$ cat config.mk
export PLATFORM = sky130hd
export DESIGN_NAME = nibble_rle_glyph_decoder_top
export DESIGN_NICKNAME = d
export VERILOG_FILES = /design/src/nrgd_pkg.sv /design/src/nibble_rle_glyph_decoder_top.sv /design/src/nrgd_ctrl.sv /design/src/nrgd_datapath.sv
export SDC_FILE = /design/constraint.sdc
export NUM_CORES = 1
export LEC_CHECK = 0
export ABC_AREA = 0
export BUFFER_PORTS_ARGS = -buffer_cell sky130_fd_sc_hd__buf_4
export CORE_MARGIN = 1.5
export CORE_UTILIZATION = 58
export CTS_BUF_LIST = sky130_fd_sc_hd__clkbuf_16
export DETAILED_ROUTE_END_ITERATION = 8
export GPL_ROUTABILITY_DRIVEN = 0
export GPL_TIMING_DRIVEN = 0
export PLACE_DENSITY = 0.91
export SYNTH_ARGS = -nofsm -noshare
export SYNTH_HDL_FRONTEND = slang
export SYNTH_SLANG_ARGS = --single-unit
$ cat constraint.sdc
create_clock -name clk_i -period 3.6 [get_ports clk_i]
set_clock_uncertainty 0.05 [all_clocks]
set_input_delay 0.54 -clock clk_i [delete_from_list [all_inputs] [get_ports clk_i]]
set_output_delay 0.54 -clock clk_i [all_outputs]
set_load 0.1 [all_outputs]
$ cat src/nrgd_pkg.sv
// Shared types and constants for the nibble run-length glyph decoder.
// No dependencies; imported by the controller, the datapath and the top level.
package nrgd_pkg;

  localparam int SYM_BITS  = 4;
  localparam int SYM_HALF  = 1 << (SYM_BITS - 1);
  localparam int SYM_FULL  = 1 << SYM_BITS;
  localparam int COORD_W   = 7;
  localparam int CNT_W     = SYM_BITS;
  localparam int REG_IDX_W = 2;
  localparam int CFG_W     = COORD_W;

  // configuration register indexes
  localparam logic [REG_IDX_W-1:0] REG_GLYPH_WIDTH  = 2'd0;
  localparam logic [REG_IDX_W-1:0] REG_GLYPH_HEIGHT = 2'd1;
  localparam logic [REG_IDX_W-1:0] REG_COLUMN_MAJOR = 2'd2;

  typedef enum logic [1:0] {
    PH_HEADER = 2'd0,
    PH_RUN    = 2'd1,
    PH_LIT    = 2'd2
  } phase_e;

  typedef enum logic {
    ST_IDLE = 1'b0,
    ST_EMIT = 1'b1
  } state_e;

  // controller -> datapath
  typedef struct packed {
    logic take;    // input beat accepted
    logic emit;    // load one pixel into the output register
    logic cfg_wr;  // configuration beat accepted
  } ctl_cmd_t;

  // datapath -> controller
  typedef struct packed {
    logic go_emit;    // accepted nibble starts a pixel burst
    logic burst_end;  // pixel being emitted ends the burst
    logic slot_free;  // output register can take a pixel this cycle
    logic out_busy;   // output register still holds a pixel
  } dp_status_t;

endpackage

$ cat src/nibble_rle_glyph_decoder_top.sv
// Top level of the nibble run-length glyph decoder.
// Depends on nrgd_pkg, nrgd_ctrl and nrgd_datapath.
//
//   channel | handshake              | payload
//   --------+------------------------+-------------------------------
//   in      | in_valid_i / in_stall_o | nibble_i
//   out     | out_valid_o / out_stall_i | pixel_o, col_o, row_o, last_o
//   cfg     | cfg_valid_i / cfg_ready_o | cfg_index_i, cfg_data_i
//
// A header nibble is taken on its own. A run value or literal nibble is accepted
// and then emits its pixels (1 to 8 for a run, 1 for a literal); the single output
// register sets the one-pixel-per-cycle pace while the output does not stall.
// Reset (rst_ni low, asynchronous) clears the geometry and decoder state and rearms.
// Output stalls hold the burst; input is taken only between bursts, and
// configuration only while no pixel is pending and no nibble beat is offered.
module nibble_rle_glyph_decoder_top (
  input  logic                            clk_i,
  input  logic                            rst_ni,
  input  logic                            in_valid_i,
  output logic                            in_stall_o,
  input  logic [nrgd_pkg::SYM_BITS-1:0]   nibble_i,
  output logic                            out_valid_o,
  input  logic                            out_stall_i,
  output logic [nrgd_pkg::SYM_BITS-1:0]   pixel_o,
  output logic [nrgd_pkg::COORD_W-1:0]    col_o,
  output logic [nrgd_pkg::COORD_W-1:0]    row_o,
  output logic                            last_o,
  input  logic                            cfg_valid_i,
  output logic                            cfg_ready_o,
  input  logic [nrgd_pkg::REG_IDX_W-1:0]  cfg_index_i,
  input  logic [nrgd_pkg::CFG_W-1:0]      cfg_data_i
);
  import nrgd_pkg::*;

  ctl_cmd_t   cmd;
  dp_status_t status;

  nrgd_ctrl u_ctrl (
    .clk_i       (clk_i),
    .rst_ni      (rst_ni),
    .in_valid_i  (in_valid_i),
    .cfg_valid_i (cfg_valid_i),
    .status_i    (status),
    .cmd_o       (cmd),
    .in_stall_o  (in_stall_o),
    .cfg_ready_o (cfg_ready_o)
  );

  nrgd_datapath u_datapath (
    .clk_i       (clk_i),
    .rst_ni      (rst_ni),
    .cmd_i       (cmd),
    .status_o    (status),
    .nibble_i    (nibble_i),
    .cfg_index_i (cfg_index_i),
    .cfg_data_i  (cfg_data_i),
    .out_stall_i (out_stall_i),
    .out_valid_o (out_valid_o),
    .pixel_o     (pixel_o),
    .col_o       (col_o),
    .row_o       (row_o),
    .last_o      (last_o)
  );

endmodule

$ cat src/nrgd_ctrl.sv
// Sequencing FSM of the glyph decoder: accepts nibbles, paces pixel bursts.
// Depends on nrgd_pkg.
module nrgd_ctrl (
  input  logic                clk_i,
  input  logic                rst_ni,
  input  logic                in_valid_i,
  input  logic                cfg_valid_i,
  input  nrgd_pkg::dp_status_t status_i,
  output nrgd_pkg::ctl_cmd_t   cmd_o,
  output logic                in_stall_o,
  output logic                cfg_ready_o
);
  import nrgd_pkg::*;

  state_e state_q, state_d;

  always_ff @(posedge clk_i or negedge rst_ni) begin
    if (!rst_ni) begin
      state_q <= ST_IDLE;
    end else begin
      state_q <= state_d;
    end
  end

  always_comb begin
    state_d = state_q;
    case (state_q)
      ST_IDLE: begin
        if (in_valid_i && status_i.go_emit) begin
          state_d = ST_EMIT;
        end
      end
      ST_EMIT: begin
        if (status_i.slot_free && status_i.burst_end) begin
          state_d = ST_IDLE;
        end
      end
      default: state_d = ST_IDLE;
    endcase
  end

  always_comb begin
    cmd_o       = '0;
    in_stall_o  = 1'b1;
    cfg_ready_o = 1'b0;
    case (state_q)
      ST_IDLE: begin
        in_stall_o   = 1'b0;
        // hold configuration while a nibble beat is offered
        cfg_ready_o  = !status_i.out_busy && !in_valid_i;
        cmd_o.take   = in_valid_i;
        cmd_o.cfg_wr = cfg_valid_i && !status_i.out_busy && !in_valid_i;
      end
      ST_EMIT: begin
        cmd_o.emit = status_i.slot_free;
      end
      default: begin
        in_stall_o = 1'b1;
      end
    endcase
  end

endmodule

$ cat src/nrgd_datapath.sv
// Decoder state, pixel position stepping and the output register.
// Depends on nrgd_pkg; driven by nrgd_ctrl commands.
module nrgd_datapath (
  input  logic                            clk_i,
  input  logic                            rst_ni,
  input  nrgd_pkg::ctl_cmd_t              cmd_i,
  output nrgd_pkg::dp_status_t            status_o,
  input  logic [nrgd_pkg::SYM_BITS-1:0]   nibble_i,
  input  logic [nrgd_pkg::REG_IDX_W-1:0]  cfg_index_i,
  input  logic [nrgd_pkg::CFG_W-1:0]      cfg_data_i,
  input  logic                            out_stall_i,
  output logic                            out_valid_o,
  output logic [nrgd_pkg::SYM_BITS-1:0]   pixel_o,
  output logic [nrgd_pkg::COORD_W-1:0]    col_o,
  output logic [nrgd_pkg::COORD_W-1:0]    row_o,
  output logic                            last_o
);
  import nrgd_pkg::*;

  logic [COORD_W-1:0]  width_q, height_q;
  logic                colmaj_q;
  phase_e              phase_q, phase_d;
  logic [CNT_W-1:0]    count_q, count_d;
  logic [COORD_W-1:0]  col_q, col_d, row_q, row_d;
  logic [CNT_W-1:0]    burst_q, burst_d;
  logic                lit_q, lit_d;
  logic [SYM_BITS-1:0] sym_q, sym_d;

  logic                out_valid_q;
  logic [SYM_BITS-1:0] out_pixel_q;
  logic [COORD_W-1:0]  out_col_q, out_row_q;
  logic                out_last_q;

  logic               zero_dim;
  logic               is_run, is_lit;
  logic [COORD_W:0]   col_inc, row_inc;
  logic               line_end, is_last;
  logic [COORD_W-1:0] col_next, row_next;
  logic               cfg_hit;

  assign zero_dim = (width_q == '0) || (height_q == '0);
  assign is_run   = (phase_q == PH_RUN);
  assign is_lit   = (phase_q == PH_LIT);
  assign cfg_hit  = (cfg_index_i == REG_GLYPH_WIDTH) || (cfg_index_i == REG_GLYPH_HEIGHT)
                 || (cfg_index_i == REG_COLUMN_MAJOR);

  // position stepping for the pixel at (col_q, row_q)
  always_comb begin
    col_inc  = {1'b0, col_q} + 1'b1;
    row_inc  = {1'b0, row_q} + 1'b1;
    col_next = col_q;
    row_next = row_q;
    if (colmaj_q) begin
      line_end = row_inc >= {1'b0, height_q};
      is_last  = line_end && (col_inc >= {1'b0, width_q});
      if (line_end) begin
        row_next = '0;
        col_next = col_inc[COORD_W-1:0];
      end else begin
        row_next = row_inc[COORD_W-1:0];
      end
    end else begin
      line_end = col_inc >= {1'b0, width_q};
      is_last  = line_end && (row_inc >= {1'b0, height_q});
      if (line_end) begin
        col_next = '0;
        row_next = row_inc[COORD_W-1:0];
      end else begin
        col_next = col_inc[COORD_W-1:0];
      end
    end
  end

  assign status_o.go_emit   = !zero_dim && (is_run || is_lit);
  assign status_o.burst_end = is_last || (burst_q == CNT_W'(1));
  assign status_o.slot_free = !out_valid_q || !out_stall_i;
  assign status_o.out_busy  = out_valid_q;

  always_comb begin
    phase_d = phase_q;
    count_d = count_q;
    col_d   = col_q;
    row_d   = row_q;
    burst_d = burst_q;
    lit_d   = lit_q;
    sym_d   = sym_q;
    if (cmd_i.cfg_wr) begin
      if (cfg_hit) begin
        phase_d = PH_HEADER;
        count_d = '0;
        col_d   = '0;
        row_d   = '0;
      end
    end else if (cmd_i.take && !zero_dim) begin
      case (phase_q)
        PH_RUN: begin
          sym_d   = nibble_i;
          burst_d = count_q;
          lit_d   = 1'b0;
          phase_d = PH_HEADER;
          count_d = '0;
        end
        PH_LIT: begin
          sym_d   = nibble_i;
          burst_d = CNT_W'(1);
          lit_d   = 1'b1;
        end
        default: begin
          if (nibble_i < SYM_BITS'(SYM_HALF)) begin
            phase_d = PH_RUN;
            count_d = nibble_i + 1'b1;
          end else begin
            phase_d = PH_LIT;
            count_d = CNT_W'(SYM_FULL - int'(nibble_i));
          end
        end
      endcase
    end else if (cmd_i.emit) begin
      burst_d = burst_q - 1'b1;
      if (is_last) begin
        // glyph done: rearm and drop the rest of the burst
        phase_d = PH_HEADER;
        count_d = '0;
        col_d   = '0;
        row_d   = '0;
      end else begin
        col_d = col_next;
        row_d = row_next;
        if (lit_q) begin
          count_d = count_q - 1'b1;
          if (count_q == CNT_W'(1)) begin
            phase_d = PH_HEADER;
          end
        end
      end
    end
  end

  always_ff @(posedge clk_i or negedge rst_ni) begin
    if (!rst_ni) begin
      width_q     <= '0;
      height_q    <= '0;
      colmaj_q    <= 1'b0;
      phase_q     <= PH_HEADER;
      count_q     <= '0;
      col_q       <= '0;
      row_q       <= '0;
      burst_q     <= '0;
      lit_q       <= 1'b0;
      out_valid_q <= 1'b0;
    end else begin
      phase_q <= phase_d;
      count_q <= count_d;
      col_q   <= col_d;
      row_q   <= row_d;
      burst_q <= burst_d;
      lit_q   <= lit_d;
      if (cmd_i.cfg_wr) begin
        case (cfg_index_i)
          REG_GLYPH_WIDTH:  width_q  <= cfg_data_i;
          REG_GLYPH_HEIGHT: height_q <= cfg_data_i;
          REG_COLUMN_MAJOR: colmaj_q <= cfg_data_i[0];
          default:          ;
        endcase
      end
      if (cmd_i.emit) begin
        out_valid_q <= 1'b1;
      end else if (!out_stall_i) begin
        out_valid_q <= 1'b0;
      end
    end
  end

  // payload, no reset
  always_ff @(posedge clk_i) begin
    sym_q <= sym_d;
    if (cmd_i.emit) begin
      out_pixel_q <= sym_q;
      out_col_q   <= col_q;
      out_row_q   <= row_q;
      out_last_q  <= is_last;
    end
  end

  assign out_valid_o = out_valid_q;
  assign pixel_o     = out_pixel_q;
  assign col_o       = out_col_q;
  assign row_o       = out_row_q;
  assign last_o      = out_last_q;

`ifndef ASSERT_OFF
  a_last_rearms: assert property (@(posedge clk_i) disable iff (!rst_ni)
    cmd_i.emit && is_last |=> (col_q == '0) && (row_q == '0) && (phase_q == PH_HEADER))
    else $error("decoder did not rearm after the final pixel");
  a_pixel_in_box: assert property (@(posedge clk_i) disable iff (!rst_ni)
    out_valid_q |-> (out_col_q < width_q) && (out_row_q < height_q))
    else $error("pixel position outside the glyph");
  a_burst_live: assert property (@(posedge clk_i) disable iff (!rst_ni)
    cmd_i.emit |-> (burst_q != '0))
    else $error("pixel emitted with an empty burst");
  a_lit_count: assert property (@(posedge clk_i) disable iff (!rst_ni)
    (phase_q == PH_LIT) |-> (count_q != '0))
    else $error("literal phase with zero nibbles owed");
`endif

endmodule
-- Yosys cells after proc, flatten, opt, wreduce, memory -nomap -nowiden
Index checks and enable logic that the tools add are counted.
- flip-flop bits (word level): 65
- input port bits: 18
- logic and storage cells: 124
- add/sub/neg operators: 6
- magnitude comparators: 3
- equality and inequality tests: 12
- multiplexer cells: 46
- bitwise operators: 2
- reductions and logical operators: 39
- operators with widths (cell ; count):
    2-to-1 mux 7 bit ; 15
    2-to-1 mux 4 bit ; 9
    adder 7 x 1 -> 8 bit, second input constant ; 2
    >= comparator 8 x 7 -> 1 bit ; 2
    2-to-1 mux 2 bit ; 8
    one-hot mux 4 bit (2 select lines) ; 2
    zero test 7 bit ; 2
    AND reduction 4 bit ; 3
    nonzero test 4 bit ; 3
    2-to-1 mux 1 bit ; 9
    AND reduction 3 bit ; 3
    equality test 4 x 1 -> 1 bit, second input constant ; 2
    logical AND 1 bit ; 8
    subtractor 4 x 1 -> 4 bit, second input constant ; 2
    logical OR 1 bit ; 6
    AND reduction 2 bit ; 3
    nonzero test 2 bit ; 3
    AND reduction 5 bit ; 1
    adder 4 x 1 -> 4 bit, second input constant ; 1
    equality test 2 x 1 -> 1 bit, second input constant ; 2
    equality test 2 bit, second input constant ; 2
    zero test 1 bit ; 4
    less-than comparator 4 bit, second input constant ; 1
    inequality test 2 x 1 -> 1 bit, second input constant ; 2
    11 further kinds ; 13

-- Longest topological paths before layout
Gate-level depths: netlist (run 1).
- depth after elaboration: 8
- gate-level depth with buffers: 12

-- Modules after synthesis
From an unflattened synthesis (run 1), not the netlist that was laid out.
- cells, all modules: 319
- area, all modules: 3504.6 um2
- by module, submodules not included (module ; instances ; cells an instance ; area an instance (um2)):
    nrgd_datapath ; 1 ; 312 ; 3435.8
    nrgd_ctrl ; 1 ; 7 ; 68.8

-- Least setup slack after synthesis (run 1)
OpenSTA, ideal clock, no wires.
- path type: register to register
- from: register u_ctrl.state_q
- to: register u_datapath.width_q[0]
- setup time: 0.125 ns
- data arrival time: 4.128 ns
- required time: 3.425 ns
- slack: -0.703 ns
- cell stages (with the launch flop): 5
- period minus slack after synthesis: 4.303 ns
- cell sequence: dfrtp_1 -> nor3_1 -> and2_0 -> nor3b_1 -> mux2_2
- cells in the longest elaborated chain, start to end: 2
- RTL lines (what ; RTL line ; RTL):
    start: declaration ; nrgd_ctrl.sv:15 ; state_e state_q, state_d;
    start signal: assignment ; nrgd_ctrl.sv:21 ; state_q <= state_d;
    2-to-1 mux 1 bit ; nrgd_ctrl.sv:46 ; case (state_q)
    AND reduction 2 bit (no line) ; -- ;
    end signal: assignment ; nrgd_datapath.sv:160 ; REG_GLYPH_WIDTH: width_q <= cfg_data_i;
    end: declaration ; nrgd_datapath.sv:20 ; logic [COORD_W-1:0] width_q, height_q;
Every way passes these cells.
A chain may end at the register's enable or synchronous reset.

-- Worst setup path in the final report (run 1)
- from: register u_datapath.col_q[0]
- to: register u_datapath.phase_q[1]
- cells in the longest elaborated chain, start to end: 7
- RTL lines (what ; RTL line ; RTL):
    start: declaration ; nrgd_datapath.sv:24 ; logic [COORD_W-1:0] col_q, col_d, row_q, row_d;
    start signal: assignment ; nrgd_datapath.sv:154 ; col_q <= col_d;
    adder 7 x 1 -> 8 bit (*) ; nrgd_datapath.sv:49 ; col_inc = {1'b0, col_q} + 1'b1;
    >= comparator 8 x 7 -> 1 bit (*) ; nrgd_datapath.sv:55, nrgd_datapath.sv:63 ;
    logical AND 1 bit (*) ; nrgd_datapath.sv:55, nrgd_datapath.sv:64 ;
    2-to-1 mux 2 bit ; nrgd_datapath.sv:120 ; if (is_last) begin
    2-to-1 mux 2 bit ; nrgd_datapath.sv:118 ; end else if (cmd_i.emit) begin
    2-to-1 mux 2 bit ; nrgd_datapath.sv:94 ; end else if (cmd_i.take && !zero_dim) begin
    2-to-1 mux 2 bit ; nrgd_datapath.sv:87 ; if (cmd_i.cfg_wr) begin
    end signal: assignment ; nrgd_datapath.sv:152 ; phase_q <= phase_d;
    end: declaration ; nrgd_datapath.sv:22 ; phase_e phase_q, phase_d;
Every way passes the cells marked *; elsewhere a longest branch is shown, timed or not. The select of a mux whose other input is x is not followed.

==> results of run 1 <==
## cell usage after synthesis (all sizes together) (3+ instances only)
cell / number / area [um2]
nor3: 6 / 30.0
buf: 3 / 21.3
a22o: 8 / 70.1
a221o: 3 / 30.0
or2: 4 / 25.0
mux2: 12 / 135
and2: 4 / 25.0
a21o: 5 / 37.5
nand4: 4 / 25.0
o22ai: 4 / 25.0
nand2b: 4 / 25.0
inv: 28 / 105
a21oi: 4 / 20.0
xnor2: 7 / 61.3
o21ai: 13 / 65.1
o2111ai: 4 / 35.0
a211oi: 4 / 30.0
nand3: 8 / 40.0
nor2: 15 / 58.8
dfrtp: 42 / 1050
ha: 24 / 300
nand2: 27 / 101
a31oi: 3 / 18.8
edfxtp: 23 / 691
## critical path: stages (launching register included)
cell and delay (ns):
dfrtp_1 0.44, ha_1 0.27, nand2b_1 0.17, nand2_1 0.08, ha_1 0.25, a211o_1 0.30, a31oi_1 0.23, o21ai_1 0.17
o2bb2ai_1 0.60, a31oi_1 0.25, o21ai_0 0.25
## layout make-up
cell class              instances  share of cell area [%]
plain buffers                   4                   0.624
flip-flops and latches         65                    43.4
repair buffers                 39                    7.30
well taps                      72                    2.25
inverters                      29                    2.72
multi-input cells             195                    36.5
clock buffers                   9                    5.62
clock inverters                 7                    1.59
## report_power, final
part	leakage, nW	total (W)	internal [W]	switching [W]
registers	0.752	0.00131	0.00109	0.000221
logic	0.950	0.00196	0.000598	0.00136
clock network	0.142	0.000834	0.000528	0.000306
total	1.84	0.00410	0.00221	0.00189
## per-layer routing
| metal | vias up | global-route usage (%) | share of wire (%) |
|---|---|---|---|
| met5 | - | 0 | 0 |
| met4 | 0 | 10.7 | 2.9 |
| met3 | 21 | 6.32 | 6.3 |
| met2 | 130 | 41.3 | 48 |
| met1 | 1209 | 35.0 | 43 |
| li1 | 1174 | - | - |
## worst min path at each step
stage                                        from                            endpoint  slack [ns]
CTS                                        rst_ni   u_datapath.phase_q[1]$_DFFE_PN0P_        0.16
floorplan                                  rst_ni            u_ctrl.state_q$_DFF_PN0_        0.19
finish                                     rst_ni  u_datapath.height_q[3]$_DFFE_PN0P_        0.14
global route                               rst_ni     u_datapath.row_q[0]$_DFFE_PN0P_        0.18
global placement    u_datapath.sym_q[3]$_DFFE_PP_     u_datapath.pixel_o[3]$_DFFE_PP_        0.35
detailed placement  u_datapath.sym_q[2]$_DFFE_PP_     u_datapath.pixel_o[2]$_DFFE_PP_        0.36
## state kept, by name, indices dropped and copies added, names as in the netlist
| register | flops |
|---|---|
| u_datapath.row_q | 7 |
| u_datapath.row_o | 7 |
| u_datapath.last_o | 1 |
| u_ctrl.state_q | 1 |
| u_datapath.height_q | 7 |
| u_datapath.col_q | 7 |
| u_datapath.colmaj_q | 1 |
| u_datapath.phase_q | 2 |
| u_datapath.count_q | 4 |
| u_datapath.out_valid_o | 1 |
| u_datapath.col_o | 7 |
| u_datapath.width_q | 7 |
| u_datapath.pixel_o | 4 |
| u_datapath.sym_q | 4 |
| u_datapath.burst_q | 4 |
| u_datapath.lit_q | 1 |
## metrics by stage
stage	setup WS, ns	hold slack (ns)	utilization (%)	total power [W]
6_report	0.438	0.137	72.4	0.00410
4_1_cts	0.532	0.158	72.4	0.00409
5_1_grt	0.285	0.181	72.4	0.00431
2_1_floorplan	0.208	0.194	-	0.00276
3_3_place_gp	0.768	0.351	67.1	0.00310
3_5_place_dp	0.665	0.358	67.1	0.00320
## kinds of logic (layout without fill, tap and decap cells)
group	Yosys count	count (layout)	share of synthesized area [%]
AOI/OAI and AO/OA	65	65	14.9
xor gates and xnor gates	9	9	2.37
adders and majority gates	24	24	9.01
buffers and inverters	33	88	4.02
DFF	65	65	52.3
muxes	13	13	4.36
and+or+nand+nor	84	84	13.1
==> metrics.md, run 1 <==
| Metric | Value |
|---|---|
| P&R area growth vs syn | `20.3%` |
| RSZ-0062 raised after global routing | `no` |
| Die Y | `between 70 and 80 um` |
| Share of cells above drive strength 1 | `a little under a quarter` |
| Critical path endpoint | `u_datapath.phase_q[1]$_DFFE_PN0P_` |
| Hpwl dp | `approximately 5 mm` |
| Root Driver | `clkbuf_16` |
| P_leak | `approximately 1.8 nW` |
| Worst R2R Setup Slack | `between 0.4 and 0.5 ns` |
| Final Hold Vio Count | `0` |
| Core area | `~5500 um2` |
| CTS sink cnt | `65` |
| DIE AREA | `roughly 6200 um2` |
| DRC Markers | `0` |
| H-tree levels | `3` |
| Syn Area/Cell | `around 11 um2` |
| Io pins | `40` |
| Syn nets | `~340` |
| Depth of the most critical reg-to-reg path | `10` |
| First-pass GRT wire length | `roughly 12 mm` |
| Total CTS buffers | `9` |
| Worst-path fanout max | `8` |
| Max Freq | `between 300 and 400 MHz` |
| Max-cap viol count | `0` |
| Initial core utilization | `between 60% and 70%` |
| Initial drt markers | `~300` |
| Clock Path Buffers | `2` |
| Seq/Total Area, Yosys | `around 52%` |
| Post-Syn Instances | `293` |
| Fill cells | `roughly 380` |
| DR WL/cell | `17.4 um` |
| PD cells | `about 1000 nW/um2` |
| Via density | `approximately 6` |
| Number of flops mapped to enable cells by yosys | `23` |
| Global route total overflow | `0` |
| Row count | `27` |
| Final cell count without fillers | `420` |
| Commonest non-fill, non-tap cells in the layout | `42 x dfrtp_1, 39 x buf_4, 29 x inv_1` |
| Synthesis Warnings | `0` |
| DR vias | `around 2500` |
| Clock slew at the register clock pins of the worst setup and hold paths | `about 0.05 ns` |
| Clk Latency, worst-skew pair | `0.33 ns` |
| Status | `complete, no violations` |
| GRT Overall Usage | `26.2%` |
| Setup violations, final | `0` |
| Layout Nets | `385` |
| Data required, critical path | `~3.8 ns` |
| Post-synthesis async set-or-reset flop share | `between 60% and 70%` |
| Post-cts sizing count | `0` |
| Die width | `approximately 79 um` |
| Worst reg2reg path endpoint | `u_datapath.phase_q[1]$_DFFE_PN0P_` |
| Type of element launching the critical path | `register` |
| TritonCTS clock tree | `done` |
| Distinct cells, synth | `56` |
| Commonest non-fill, non-tap cell in the layout | `dfrtp_1` |
| FF-to-FF Start | `u_datapath.col_q[0]$_DFFE_PN0P_` |
| Crit path kind | `register to register` |
| Final Instance Area | `~4000 um2` |
| CTS Hold Bufs | `0` |
| Number of I/O port buffers | `39` |
| Critical Path Start | `u_datapath.col_q[0]$_DFFE_PN0P_` |
| Main synth FF type | `dfrtp_1` |
| Netlist Area Pre-Place | `approximately 3300 um2` |
| Worst Max-Slew Pin Slew | `slightly below 0.9 ns` |
| Synth Register Bits | `65` |
| Multi-input gate area in the final layout | `~1500 um2` |
| Critical Path End Type | `register` |
| Area post-placement | `3720 um2` |
| Largest net degree at the start of global routing | `43` |
| Final Critical Period | `about 3.2 ns` |
| WL final | `around 7.3 mm` |
| CP arrival | `approximately 3.4 ns` |
| Antenna-violating nets left | `0` |
| Final Slew Violations | `0` |
| First-pass iteration count of the detailed router | `5` |
| Reg area | `1740 um2` |
| Vias in the first global route | `about 2400` |
| Setup TNS | `0 ns` |
| Initial antenna violation count | `0` |
| N_diodes | `0` |
| Largest vdd supply drop | `approximately 0.64 mV` |
| Post-Place Cells | `between 400 and 500` |
| Final period util | `between 80 and 90%` |
| Max-Slew Margin vs Limit | `between 40% and 50%` |
| Hold Path Class | `primary input to async pin` |
| Setup Fix Bufs, Post-CTS | `0` |
Power figures use the tool's default switching activity.
==> inputs of run 2 (changes only) <==
--- a/config.mk
+++ b/config.mk
@@ -6,14 +6,15 @@
 export NUM_CORES = 1
 export LEC_CHECK = 0
 export ABC_AREA = 0
-export BUFFER_PORTS_ARGS = -buffer_cell sky130_fd_sc_hd__buf_4
+export ABC_CLOCK_PERIOD_IN_PS = 3600
 export CORE_MARGIN = 1.5
-export CORE_UTILIZATION = 58
+export CORE_UTILIZATION = 63
 export CTS_BUF_LIST = sky130_fd_sc_hd__clkbuf_16
 export DETAILED_ROUTE_END_ITERATION = 8
+export DONT_BUFFER_PORTS = 1
 export GPL_ROUTABILITY_DRIVEN = 0
 export GPL_TIMING_DRIVEN = 0
-export PLACE_DENSITY = 0.91
+export PLACE_DENSITY = 0.9
 export SYNTH_ARGS = -nofsm -noshare
 export SYNTH_HDL_FRONTEND = slang
 export SYNTH_SLANG_ARGS = --single-unit
==> run 2 against run 1 <==
  * Global-route usage up 0.45 points
  * Register-to-register slack worse by 0.16 ns
  * Sequential power rose by 50%
  * Cell area decreased by 6.1%
  * Sequential share of layout area is 2.8 points higher
  * Combinational power fell by 43%
  * Die area decreased by 7.6%
  * Clock-buffer cell count grew 1
  * Non-clock buffer count fell by 36
  * Clock power decreased by 5.0%
  * Total power decreased by 5.4%
  * Highest routed layer unchanged
==> metrics.md, run 2 (synthesized netlist as in run 1, its figures left out) <==
| Metric | Value |
|---|---|
| Status | `complete, no violations` |
| Max-cap viol count | `0 (unchanged)` |
| Critical Path Start | `u_datapath.out_valid_o$_DFFE_PN0P_` |
| Layout Nets | `349 (-9.4%)` |
| Share of cells above drive strength 1 | `13.5% (-10 points)` |
| FF-to-FF Start | `u_datapath.out_valid_o$_DFFE_PN0P_` |
| Data required, critical path | `3.76 ns (-0.03 ns)` |
| Clock slew at the register clock pins of the worst setup and hold paths | `0.05 ns (about the same)` |
| Crit path max-delay cell type | `dfrtp_1` |
| Antenna-violating nets left | `0 (unchanged)` |
| Total CTS buffers | `9 (unchanged)` |
| Largest net degree at the start of global routing | `43 (unchanged)` |
| Initial antenna violation count | `0 (unchanged)` |
| Most frequent CP cell | `nand2_1` |
| N_diodes | `0 (unchanged)` |
| Clk Latency, worst-skew pair | `0.33 ns (about the same)` |
| Initial drt markers | `150 (-50%)` |
| Global route total overflow | `0 (unchanged)` |
| DR WL/cell | `17.8 um (+2.1%)` |
| WL final | `6.80 mm (-7.1%)` |
| DR vias | `2377 (-6.2%)` |
| Hold Path Stages | `0` |
| Final Hold Vio Count | `0 (unchanged)` |
| Row count | `26 (-3.7%)` |
| First-pass GRT wire length | `10.9 mm (-11%)` |
| DIE AREA | `5730 um2 (-7.6%)` |
| Setup violations, final | `0 (unchanged)` |
| Root Driver | `clkbuf_16` |
| TritonCTS clock tree | `done` |
| Max Freq | `301 MHz (-4.9%)` |
| Die width | `75.7 um (-3.9%)` |
| PD cells | `1030 nW/um2 (+0.78%)` |
| Cell family with most CP delay | `simple AND/OR/NAND/NOR gates` |
| CP arrival | `3.48 ns (+0.13 ns)` |
| Commonest non-fill, non-tap cell in the layout | `dfrtp_1` |
| Hold Path Class | `primary input to register` |
| Hpwl dp | `4.68 mm (-6.6%)` |
| H-tree levels | `3 (unchanged)` |
| Worst-path fanout max | `27 (+19)` |
| CP bufs+invs | `1 (+1)` |
| Critical path depth in cells | `6 (-4)` |
| Crit-path max cell delay | `0.98 ns (+0.38 ns)` |
| Hold_sp | `nibble_i[3]` |
| Setup TNS | `0 ns (unchanged)` |
| P&R area growth vs syn | `13.0%` |
| Core Util, Final | `73.7% (+1.3 points)` |
| GRT Overall Usage | `26.7% (+0.45 points)` |
| Via density | `6.22 (+3.1%)` |
| Commonest non-fill, non-tap cells in the layout | `42 x dfrtp_1, 31 x inv_1, 27 x nand2_1` |
| Max-Slew Margin vs Limit | `32.8% (-8.6 points)` |
| Final Slew Violations | `0 (unchanged)` |
| Worst Max-Slew Pin Slew | `1.01 ns (+0.135 ns)` |
| Crit path kind | `register to register` |
| Setup Fix Bufs, Post-CTS | `0 (unchanged)` |
| Depth of the most critical reg-to-reg path | `6 (-4)` |
| Final Critical Period | `3.32 ns (+0.162 ns)` |
| Die Y | `75.7 um (-3.9%)` |
| Largest vdd supply drop | `0.602 mV (-6.5%)` |
| RSZ-0062 raised after global routing | `no` |
| Core area | `5110 um2 (-7.8%)` |
| Final period util | `92.4% (+4.5 points)` |
| DRC Markers | `0 (unchanged)` |
| Number of I/O port buffers | `0 (-100%)` |
| Type of element launching the critical path | `register` |
| P_leak | `1.69 nW (-8.4%)` |
| Critical Path End Type | `register` |
| Vias in the first global route | `2243 (-6.6%)` |
| Worst R2R Setup Slack | `0.28 ns (-0.16 ns)` |
| CP Cell Sequence | `nand2_1, nand2_1, clkinv_1, nor2_1, nor3_1, a221o_1` |
| Initial core utilization | `65.2% (+5.1 points)` |
| CTS sink cnt | `65 (unchanged)` |
| Io pins | `40 (unchanged)` |
| First-pass iteration count of the detailed router | `5 (unchanged)` |
| Clock Path Buffers | `2 (unchanged)` |
-- run 2: cell count changes in the layout (fill, tap and decap cells not counted) --
| cell | previous run | this run |
|---|---|---|
| dlygate4sd3_1 | 0 | 1 |
| buf_16 | 0 | 1 |
| clkinvlp_4 | 2 | 0 |
| bufinv_16 | 1 | 0 |
| clkinv_2 | 3 | 2 |
| inv_1 | 29 | 31 |
| clkbuf_16 | 9 | 10 |
| buf_4 | 39 | 0 |
| buf_12 | 0 | 1 |
| nor3_4 | 0 | 1 |
| nor3_2 | 1 | 0 |
| clkinv_1 | 1 | 2 |
-- run 2: final timing paths --
kind	end
worst max-delay path	u_datapath.burst_q[3]$_DFFE_PN0P_
worst min-delay path	u_datapath.sym_q[3]$_DFFE_PP_
worst max register to register	u_datapath.burst_q[3]$_DFFE_PN0P_
worst min register to register	u_datapath.pixel_o[3]$_DFFE_PP_
max in group asynchronous	u_datapath.row_q[3]$_DFFE_PN0P_
min in group asynchronous	u_datapath.width_q[4]$_DFFE_PN0P_
-- run 2: what timing repair did --
item | in CTS | in global routing
endpoints found under the hold margin | 42 | 0
hold buffers | 2 | 0
resized for setup | 0 | 0
-- run 2: layout make-up --
type | count | area [um2]
clock inverter | 6 | 25.0
tap | 70 | 87.6
fill | 327 | 1340
inverter | 29 | 109
multi-input combinational | 195 | 1470
buffer | 4 | 25.0
clock buffer | 10 | 250
timing repair buffer | 3 | 57.6
sequential | 65 | 1740
-- run 2: metrics by stage --
step                std cells  worst slack [ns]  cell area (um2)  total power [W]  hold slack, ns
CTS                       382             0.235             3760          0.00388           0.245
global route              382            0.0337             3760          0.00410           0.240
floorplan                 293             0.208             3340          0.00276           0.194
finish                    382             0.275             3760          0.00388           0.255
detailed placement        364             0.275             3460          0.00306           0.195
global placement          363            0.0648             3420          0.00295           0.195
-- run 2: worst reg2reg max path: stages, from the launching register on --
cell and delay (ns):
dfrtp_1 0.98, nand2_1 0.20, nand2_1 0.27, clkinv_1 0.78, nor2_1 0.43, nor3_1 0.14
a221o_1 0.37
-- run 2: metal layers --
| layer | vias to the layer above | track usage (%) | wire length (um) |
|---|---|---|---|
| met1 | 1143 | 33.4 | 2880 |
| li1 | 1101 | - | - |
| met2 | 112 | 42.5 | 3340 |
| met3 | 21 | 9.13 | 411 |
| met4 | 0 | 11.1 | 171 |
| met5 | - | 0 | 0 |
-- run 2: power by group --
part	internal [W]	switching, W	total, W	leakage, nW
Combinational	0.000481	0.000636	0.00112	0.788
Sequential	0.00109	0.000882	0.00197	0.752
Clock	0.000494	0.000298	0.000792	0.149
==> inputs of run 3 (changes only) <==
--- a/config.mk
+++ b/config.mk
@@ -8,13 +8,14 @@
 export ABC_AREA = 0
 export ABC_CLOCK_PERIOD_IN_PS = 3600
 export CORE_MARGIN = 1.5
-export CORE_UTILIZATION = 63
-export CTS_BUF_LIST = sky130_fd_sc_hd__clkbuf_16
+export CORE_UTILIZATION = 65
+export CTS_BUF_LIST = sky130_fd_sc_hd__clkbuf_8
 export DETAILED_ROUTE_END_ITERATION = 8
 export DONT_BUFFER_PORTS = 1
 export GPL_ROUTABILITY_DRIVEN = 0
 export GPL_TIMING_DRIVEN = 0
-export PLACE_DENSITY = 0.9
+export PLACE_DENSITY = 0.92
+export SETUP_SLACK_MARGIN = 0.02
 export SYNTH_ARGS = -nofsm -noshare
 export SYNTH_HDL_FRONTEND = slang
 export SYNTH_SLANG_ARGS = --single-unit
==> run 3 against run 2 <==
  * Global-route usage rose by 1.7 points
  * Cell count is 0.79% lower
  * Critical path depth unchanged
  * Largest power group unchanged
  * Non-clock buffer count did not move
  * Routed wire length up 3.4%
  * Total power hardly changed
  * Clock power decreased by 3.7%
  * Critical path type unchanged
  * Combinational power about the same
==> metrics.md, run 3 (synthesized netlist as in run 1, its figures left out) <==
| Metric | Value |
|---|---|
| Status | `complete, no violations` |
| Max-Slew Margin vs Limit | `32.8% (about the same)` |
| Total CTS buffers | `9 (unchanged)` |
| RSZ-0062 raised after global routing | `no` |
| DR WL/cell | `18.5 um (+4.2%)` |
| Clk Latency, worst-skew pair | `0.36 ns (+0.03 ns)` |
| Io pins | `40 (unchanged)` |
| P&R area growth vs syn | `11.9%` |
| Max-cap viol count | `0 (unchanged)` |
| Hold Path Class | `primary input to register` |
| Number of I/O port buffers | `0 (unchanged)` |
| Final period util | `93.5% (+1.2 points)` |
| CTS Hold Bufs | `2 (unchanged)` |
| CP arrival | `3.56 ns (+0.08 ns)` |
| Critical Path End Type | `register` |
| Crit path kind | `register to register` |
| Largest net degree at the start of global routing | `43 (unchanged)` |
| First-pass iteration count of the detailed router | `5 (unchanged)` |
| Worst-path fanout max | `27 (unchanged)` |
| Setup violations, final | `0 (unchanged)` |
| H-tree levels | `3 (unchanged)` |
| WL final | `7.02 mm (+3.4%)` |
| Layout Nets | `349 (unchanged)` |
| N_diodes | `0 (unchanged)` |
| First-pass GRT wire length | `11.3 mm (+4.1%)` |
| CTS sink cnt | `65 (unchanged)` |
| Fill cells | `283 (-13%)` |
| DIE AREA | `5560 um2 (-3.0%)` |
| Global route total overflow | `0 (unchanged)` |
| Initial antenna violation count | `0 (unchanged)` |
| CP bufs+invs | `1 (unchanged)` |
| Initial core utilization | `69.2% (+3.9 points)` |
| Via density | `6.23 (about the same)` |
| Root Driver | `clkbuf_8` |
| Die width | `74.6 um (-1.5%)` |
| Post-cts sizing count | `0 (unchanged)` |
| Core area | `4820 um2 (-5.7%)` |
| Total Power | `0.00388 W (about the same)` |
| Antenna-violating nets left | `0 (unchanged)` |
| Final Critical Period | `3.37 ns (+0.0429 ns)` |
| Final Hold Vio Count | `0 (unchanged)` |
| GRT Overall Usage | `28.3% (+1.7 points)` |
| Most frequent CP cell | `nand2_1` |
| P_leak | `1.66 nW (-1.5%)` |
| Share of cells above drive strength 1 | `14.4% (+0.96 points)` |
| Largest vdd supply drop | `0.774 mV (+29%)` |
| Initial drt markers | `179 (+19%)` |
| Data required, critical path | `3.79 ns (+0.03 ns)` |
| Vias in the first global route | `2337 (+4.2%)` |
| Crit-path max cell delay | `0.99 ns (about the same)` |
| Type of element launching the critical path | `register` |
| Hpwl dp | `4.89 mm (+4.6%)` |
| DR vias | `2360 (-0.72%)` |
| TritonCTS clock tree | `done` |
| PD cells | `1040 nW/um2 (+0.84%)` |
| Crit path max-delay cell type | `dfrtp_1` |
| Worst Max-Slew Pin Slew | `1.01 ns (+0.0000324 ns)` |
| Clock Path Buffers | `2 (unchanged)` |
| Max Freq | `297 MHz (-1.3%)` |
| Commonest non-fill, non-tap cells in the layout | `42 x dfrtp_1, 29 x inv_1, 27 x nand2_1` |
| Row count | `25 (-3.8%)` |
| DRC Markers | `0 (unchanged)` |
| Setup Fix Bufs, Post-CTS | `0 (unchanged)` |
| Die Y | `74.6 um (-1.5%)` |
| Final Slew Violations | `0 (unchanged)` |
| CP Cell Sequence | `nand2_1, nand2_1, clkinv_1, nor2_1, nor3_1, a221o_1` |
| Setup TNS | `0 ns (unchanged)` |
| Clock slew at the register clock pins of the worst setup and hold paths | `0.07 ns (+0.02 ns)` |
| Cell family with most CP delay | `simple AND/OR/NAND/NOR gates` |
| Commonest non-fill, non-tap cell in the layout | `dfrtp_1` |
==> run 3: routing by layer <==
metal | vias to the layer above | GRT usage, % | wire (um)
li1 | 1102 | - | -
met1 | 1126 | 34.7 | 2830
met2 | 103 | 47.6 | 3520
met3 | 29 | 7.99 | 483
met4 | 0 | 11.1 | 194
met5 | - | 0 | 0
==> run 3: final timing paths <==
| check | from | to | depth (start not counted) | slack [ns] |
|---|---|---|---|---|
| max in group asynchronous | rst_ni | u_datapath.count_q[2]$_DFFE_PN0P_ | 2 | 2.66 |
| worst min-delay path | nibble_i[3] | u_datapath.sym_q[3]$_DFFE_PP_ | 0 | 0.23 |
| worst max-delay path | u_datapath.out_valid_o$_DFFE_PN0P_ | u_datapath.burst_q[2]$_DFFE_PN0P_ | 6 | 0.23 |
| worst min register to register | u_datapath.sym_q[0]$_DFFE_PP_ | u_datapath.pixel_o[0]$_DFFE_PP_ | 0 | 0.37 |
| min in group asynchronous | rst_ni | u_datapath.height_q[4]$_DFFE_PN0P_ | 2 | 0.64 |
| worst max register to register | u_datapath.out_valid_o$_DFFE_PN0P_ | u_datapath.burst_q[2]$_DFFE_PN0P_ | 6 | 0.23 |
==> run 3: stage by stage <==
step	instances	utilization [%]	area [um2]	hold WS (ns)	setup slack (ns)
floorplan	293	-	3340	0.194	0.208
global placement	360	71.0	3420	0.195	0.0686
detailed placement	361	71.7	3450	0.195	0.266
CTS	379	77.4	3730	0.231	0.258
global route	379	77.4	3730	0.227	0.0711
finish	379	77.4	3730	0.234	0.232
==> run 3: report_power, final <==
part           total (W)  internal (W)  switching [W]
clock           0.000763      0.000475       0.000288
sequential       0.00197       0.00109       0.000879
combinational    0.00115      0.000485       0.000662
total            0.00388       0.00205        0.00183
==> run 3: worst reg2reg max path: stages, from the launching register on <==
cell      delay (ns)
dfrtp_1         0.99
nand2_1         0.20
nand2_1         0.28
clkinv_1        0.79
nor2_1          0.44
nor3_1          0.14
a221o_1         0.36
==> run 3: layout make-up <==
class                           instances  area [um2]  area share, %
Buffer                                  4        25.0          0.671
Clock buffer                           10         138           3.69
Tap cell                               67        83.8           2.25
Clock inverter                          6         106           2.85
Inverter                               29         109           2.92
Timing Repair Buffer                    3        57.6           1.54
Multi-Input combinational cell        195        1470           39.4
Sequential cell                        65        1740           46.7
